## config.mk

```make
export PLATFORM = sky130hd
export DESIGN_NAME = slc_isqrt
export DESIGN_NICKNAME = d
export VERILOG_FILES = /design/src/sv/slc_pkg.sv /design/src/sv/slc_isqrt.sv
export SDC_FILE = /design/constraint.sdc
export NUM_CORES = 2
export LEC_CHECK = 0
export BUFFER_PORTS_ARGS = -buffer_cell sky130_fd_sc_hd__buf_2
export CAP_MARGIN = 20
export CORE_AREA = 2 2 429 431
export CTS_CLUSTER_DIAMETER = 120
export DETAILED_ROUTE_END_ITERATION = 10
export DIE_AREA = 0 0 431 433
export PLACE_DENSITY = 0.87
export SKIP_CTS_REPAIR_TIMING = 1
export SKIP_LAST_GASP = 1
export SYNTH_ARGS = -nofsm -noshare
export SYNTH_HDL_FRONTEND = slang
export SYNTH_MEMORY_MAX_BITS = 65536
export SYNTH_SLANG_ARGS = --single-unit
```

## constraint.sdc

```tcl
create_clock -name clk -period 10.9 [get_ports clk]
set_clock_uncertainty 0.2 [all_clocks]
set_input_delay 1.09 -clock clk [delete_from_list [all_inputs] [get_ports clk]]
set_output_delay 1.09 -clock clk [all_outputs]
set_load 0.1 [all_outputs]
```

## src/sv/slc_pkg.sv

```systemverilog
// ----------------------------------------------------------------------------
// slc_pkg: shared types and constants of the spot light cone falloff core
// Payload structs, register indexes, cone region codes and datapath widths.
// ----------------------------------------------------------------------------
package slc_pkg;

  // Input beat: one surface point, signed Q16.8 per axis.
  typedef struct packed {
    logic signed [23:0] point_x;
    logic signed [23:0] point_y;
    logic signed [23:0] point_z;
  } slc_in_t;

  // Result beat.
  typedef struct packed {
    logic [15:0] lit_intensity;
    logic [1:0]  cone_region;
  } slc_out_t;

  // Configuration register indexes.
  localparam logic [2:0] REG_LIGHT_POS_X     = 3'd0;
  localparam logic [2:0] REG_LIGHT_POS_Y     = 3'd1;
  localparam logic [2:0] REG_LIGHT_POS_Z     = 3'd2;
  localparam logic [2:0] REG_LIGHT_DIR       = 3'd3;
  localparam logic [2:0] REG_OUTER_COS       = 3'd4;
  localparam logic [2:0] REG_INNER_COS       = 3'd5;
  localparam logic [2:0] REG_LIGHT_INTENSITY = 3'd6;

  // Cone region codes.
  localparam logic [1:0] REGION_OUTSIDE = 2'd0;
  localparam logic [1:0] REGION_BAND    = 2'd1;
  localparam logic [1:0] REGION_INSIDE  = 2'd2;

  // Square root datapath: radicand is the squared length times 4096.
  localparam int RAD_W  = 62;
  localparam int ROOT_W = 31;
  localparam int MAG_W  = 41;

  // Sign and magnitude of the dot product, carried beside the square root.
  typedef struct packed {
    logic             neg;
    logic [MAG_W-1:0] mag;
  } slc_tag_t;

endpackage

```

## src/sv/slc_isqrt.sv

```systemverilog
// ----------------------------------------------------------------------------
// slc_isqrt: pipelined integer square root
// One result bit per stage, a new radicand may enter every cycle. A tag word
// travels with each radicand and leaves with its root.
// ----------------------------------------------------------------------------
module slc_isqrt import slc_pkg::*; (
  input  logic              clk,
  input  logic              rst_n,
  input  logic              in_vld,
  input  logic [RAD_W-1:0]  in_rad,
  input  slc_tag_t          in_tag,
  output logic              out_vld,
  output logic [ROOT_W-1:0] out_root,
  output slc_tag_t          out_tag
);

  localparam int REM_W = RAD_W + 1;

  logic              vld_r  [0:ROOT_W];
  logic [REM_W-1:0]  rem_r  [0:ROOT_W];
  logic [ROOT_W-1:0] root_r [0:ROOT_W];
  slc_tag_t          tag_r  [0:ROOT_W];

  // Input register.
  always_ff @(posedge clk) begin
    if (!rst_n) begin
      vld_r[0] <= 1'b0;
    end else begin
      vld_r[0] <= in_vld;
    end
  end

  always_ff @(posedge clk) begin
    rem_r[0]  <= {1'b0, in_rad};
    root_r[0] <= '0;
    tag_r[0]  <= in_tag;
  end

  // One stage per root bit, most significant first.
  for (genvar k = 0; k < ROOT_W; k++) begin : g_stage
    localparam int BIT = ROOT_W - 1 - k;
    logic [REM_W-1:0] trial;
    logic             take;

    // Growth of the square when this bit is set: 2*root*2^b + 4^b.
    assign trial = ({{(REM_W-ROOT_W){1'b0}}, root_r[k]} << (BIT + 1))
                 + (REM_W'(1) << (2 * BIT));
    assign take  = rem_r[k] >= trial;

    always_ff @(posedge clk) begin
      if (!rst_n) begin
        vld_r[k+1] <= 1'b0;
      end else begin
        vld_r[k+1] <= vld_r[k];
      end
    end

    always_ff @(posedge clk) begin
      rem_r[k+1]  <= take ? rem_r[k] - trial : rem_r[k];
      root_r[k+1] <= take ? (root_r[k] | (ROOT_W'(1) << BIT)) : root_r[k];
      tag_r[k+1]  <= tag_r[k];
    end
  end

  assign out_vld  = vld_r[ROOT_W];
  assign out_root = root_r[ROOT_W];
  assign out_tag  = tag_r[ROOT_W];

endmodule

```

==> metrics.md <==
| Metric | Value |
|---|---|
| Global-route wire length before repair | 451.9 mm |
| Hold Violations, Final | 0 |
| Initial Util | 65.76% |
| Multiplexer share of the synthesized area | 1.130% |
| Switching pwr | 0.01113 W |
| Multi-input gate area | 0.03976 mm2 |
| Async SR Flop Fraction | 0% |
| Via density per instance | 5.789 |
| Worst Reg-to-Reg Cells | 15 |
| Routed Antenna Nets | 0 |
| Total power | 0.03751 W |
| CP arrival | 5.49 ns |
| XOR/XNOR Fraction of Synth Area | 6.049% |
| Final WL | 301.6 mm |
| Syn Inst Count | 10620 |
| Worst-margin pin slew | 1.187 ns |
| Top sig layer | met5 |
| Main flop type after synthesis | dfxtp_1 |
| Top Ports | 181 |
| Maximum clock rate | 204.5 MHz |
| Layout overhead on the synthesized area | 13.12% |
| Clock buffer count from CTS | 359 |
| Worst setup SP type | register |
| Leakage power | 61.07 nW |
| Grt ovf | 0 |
| Drc violations | 0 |
| Complex-gate fraction of the synthesized area | 8.605% |
| Synthesized flop and latch total | 3824 |
| Max-Cap Viols | 0 |
| Slew Viols, Final | 0 |
| Syn nets | 11250 |
| Synth Area in Simple Gates | 11.89% |
| Vias in the first global route | 79650 |
| Slew margin rel. | 20.04% |
| Die area | 0.1866 mm2 |
| Power density cells | 276.9 mW/mm2 |
| Maximum VDD drop | 204.2 uV |
| CTS tree | yes |
| Clock transition at path regs | 0.07 ns |
| Pin count of the biggest net entering global routing | 56 |
| Worst Path Required | 11.51 ns |
| Net Sw Frac | 29.69% |
| Tmin final | 4.889 ns |
| RSZ-0062 raised after global routing | false |
| Part of the power in registers | 48.8% |
| Met2 wire length | 145.8 mm |
| P_int | 0.02637 W |
| Share of cells above drive strength 1 | 8.420% |
| Setup CP Type | register to register |
| Initial DRT Pass Iterations | 6 |
| # fillers | 11550 |
| Combinational fraction of design power | 17.5% |
| GPL Wtd Cong | 0.9962 |
| Final setup vio count | 0 |
| Routed via count | 79300 |
| CP Capture Type | register |
| Post-Route M1 WL | 112.7 mm |
| Initial antenna violation count | 22 |
| Clk pwr share | 33.7% |
| Most common cell in the netlist | dfxtp_1 |
| Area leader, netlist | dfxtp_1 |
| Hold path depth | 1 |
| Clock sink total | 3824 |
| H-tree levels | 5 |
| DIE WIDTH | 431 um |
| Setup_tns | 0 ns |
| Syn_area_per_cell | 11.28 um2 |
| Number of synthesis warnings | 0 |
| Clock latency on the worst-skew pair | 1.00 ns |
| Clock Tree Buf Depth | 4 |
| Post-synthesis sequential area ratio | 63.93% |
| GRT Total Usage | 31.27% |
| Largest family of logic cells by synthesized area | simple AND/OR/NAND/NOR gates |
| Met3 wire length | 21.50 mm |
| Adder and majority cell fraction of the synthesized area | 5.486% |
| Crit Path Max Fanout | 43 |
| Largest cells by area after synthesis | dfxtp_1 64%, ha_1 5.5%, xnor2_1 3.4% |
| Post-Syn Area | 0.1197 mm2 |
| Post-synthesis cell type count | 91 |
| Die Height | 433 um |
| Commonest cells post-synth | 3824 x dfxtp_1, 711 x nor2_1, 664 x inv_1 |
| Core area | 0.1821 mm2 |
| Hold WC Path Type | input pin to register |
| Final Cycle Share | 44.86% |
| Initial drt markers | 7227 |
| CTS Root Cell | clkbuf_16 |
| Yosys top cell area share | 63.93% |
| Per-cell routed wire length | 22.02 um |
| Status | finished, final reports clean |
| Row Count | 157 |
| EDFF count, synth | 0 |
| IO Port Bufs | 180 |
| Layout net count | 11670 |
| HPWL Detailed | 209.7 mm |
| Register Area | 0.07655 mm2 |
[layout by cell type, fill, tap and decap left out, drive strengths merged, types with 185 or more instances in the layout]
master	Yosys	final
a21o	185	185
xnor2	460	460
clkbuf	147	521
dfxtp	3824	3824
inv	666	674
buf	62	212
nand2	502	502
a21oi	649	649
o21ai	334	334
nor3	260	260
ha	525	525
nor2	711	711
nor4	321	321
xor2	367	367
[flip-flops by register name (all words and copies together) (netlist names)]
| signal | cells |
|---|---|
| rem_r | 1952 |
| tag_r | 1344 |
| root_r | 496 |
| vld_r | 32 |
[routing by layer]
metal	track usage, %	vias to the layer above
met4	19.59	18
met3	6.507	1230
met1	35.28	37290
met2	54.09	3560
li1	-	37200
met5	0	-
[metrics by stage]
stage	worst slack, ns	cells	hold WS, ns	instance area [um2]	util (%)
after CTS	6.133	13620	-0.05656	134900	74.06
after global placement	6.290	13000	0.1095	122900	67.50
final	6.011	13700	0.03405	135500	74.38
after detailed placement	6.200	13000	0.1121	122900	67.50
after floorplan	7.132	10620	0.1096	119700	-
after global routing	5.652	13690	-0.01267	135400	74.37
[power groups by stage]
stage | sequential [W] | clock (W) | combinational (W)
after floorplan | 0.0175 | 0 | 0.00481
after global placement | 0.0184 | 0 | 0.00615
after detailed placement | 0.0184 | 0 | 0.00629
after CTS | 0.0182 | 0.0127 | 0.00642
after global routing | 0.0184 | 0.0133 | 0.00718
final | 0.0183 | 0.0126 | 0.00657
[area by class of cell]
type	instances	share of cell area, %
Inverter	667	1.850
Multi-Input combinational cell	5918	29.35
Tap cell	2385	2.203
Antenna cell	20	0.03695
Clock inverter	104	1.074
Sequential cell	3824	56.52
Clock buffer	517	7.748
Timing Repair Buffer	264	1.217
[worst max-delay path, cell delays in order, from the launching register on]
cell      delay (ns)
dfxtp_1         0.35
inv_1           0.05
ha_1            0.34
o21ai_0         0.19
a221oi_1        0.57
nand4_1         0.16
a31oi_1         0.60
a211oi_1        0.28
o31a_1          0.34
buf_4           0.23
inv_2           0.07
buf_4           0.40
nand2_1         0.10
a21oi_1         0.49
nand3_1         0.17
xnor2_1         0.17
[path summary, 6_finish.rpt]
kind                  startpoint             to  slack, ns
setup / recovery  root_r[14][33]  rem_r[3][423]       6.01
hold / removal        in_rad[26]   rem_r[0][26]       0.03
setup reg to reg  root_r[14][33]  rem_r[3][423]       6.01
hold reg to reg     tag_r[5][42]   tag_r[5][84]       0.08
[cells by family (layout without fill, tap and decap cells)]
group,after synthesis,in the layout
compound gates,1676,1676
xor+xnor,827,827
fa+ha+maj,525,525
buf+inv,876,1552
flops,3824,3824
mux,119,119
other cells,0,20
simple gates,2771,2771
Power figures use the tool's default switching activity.
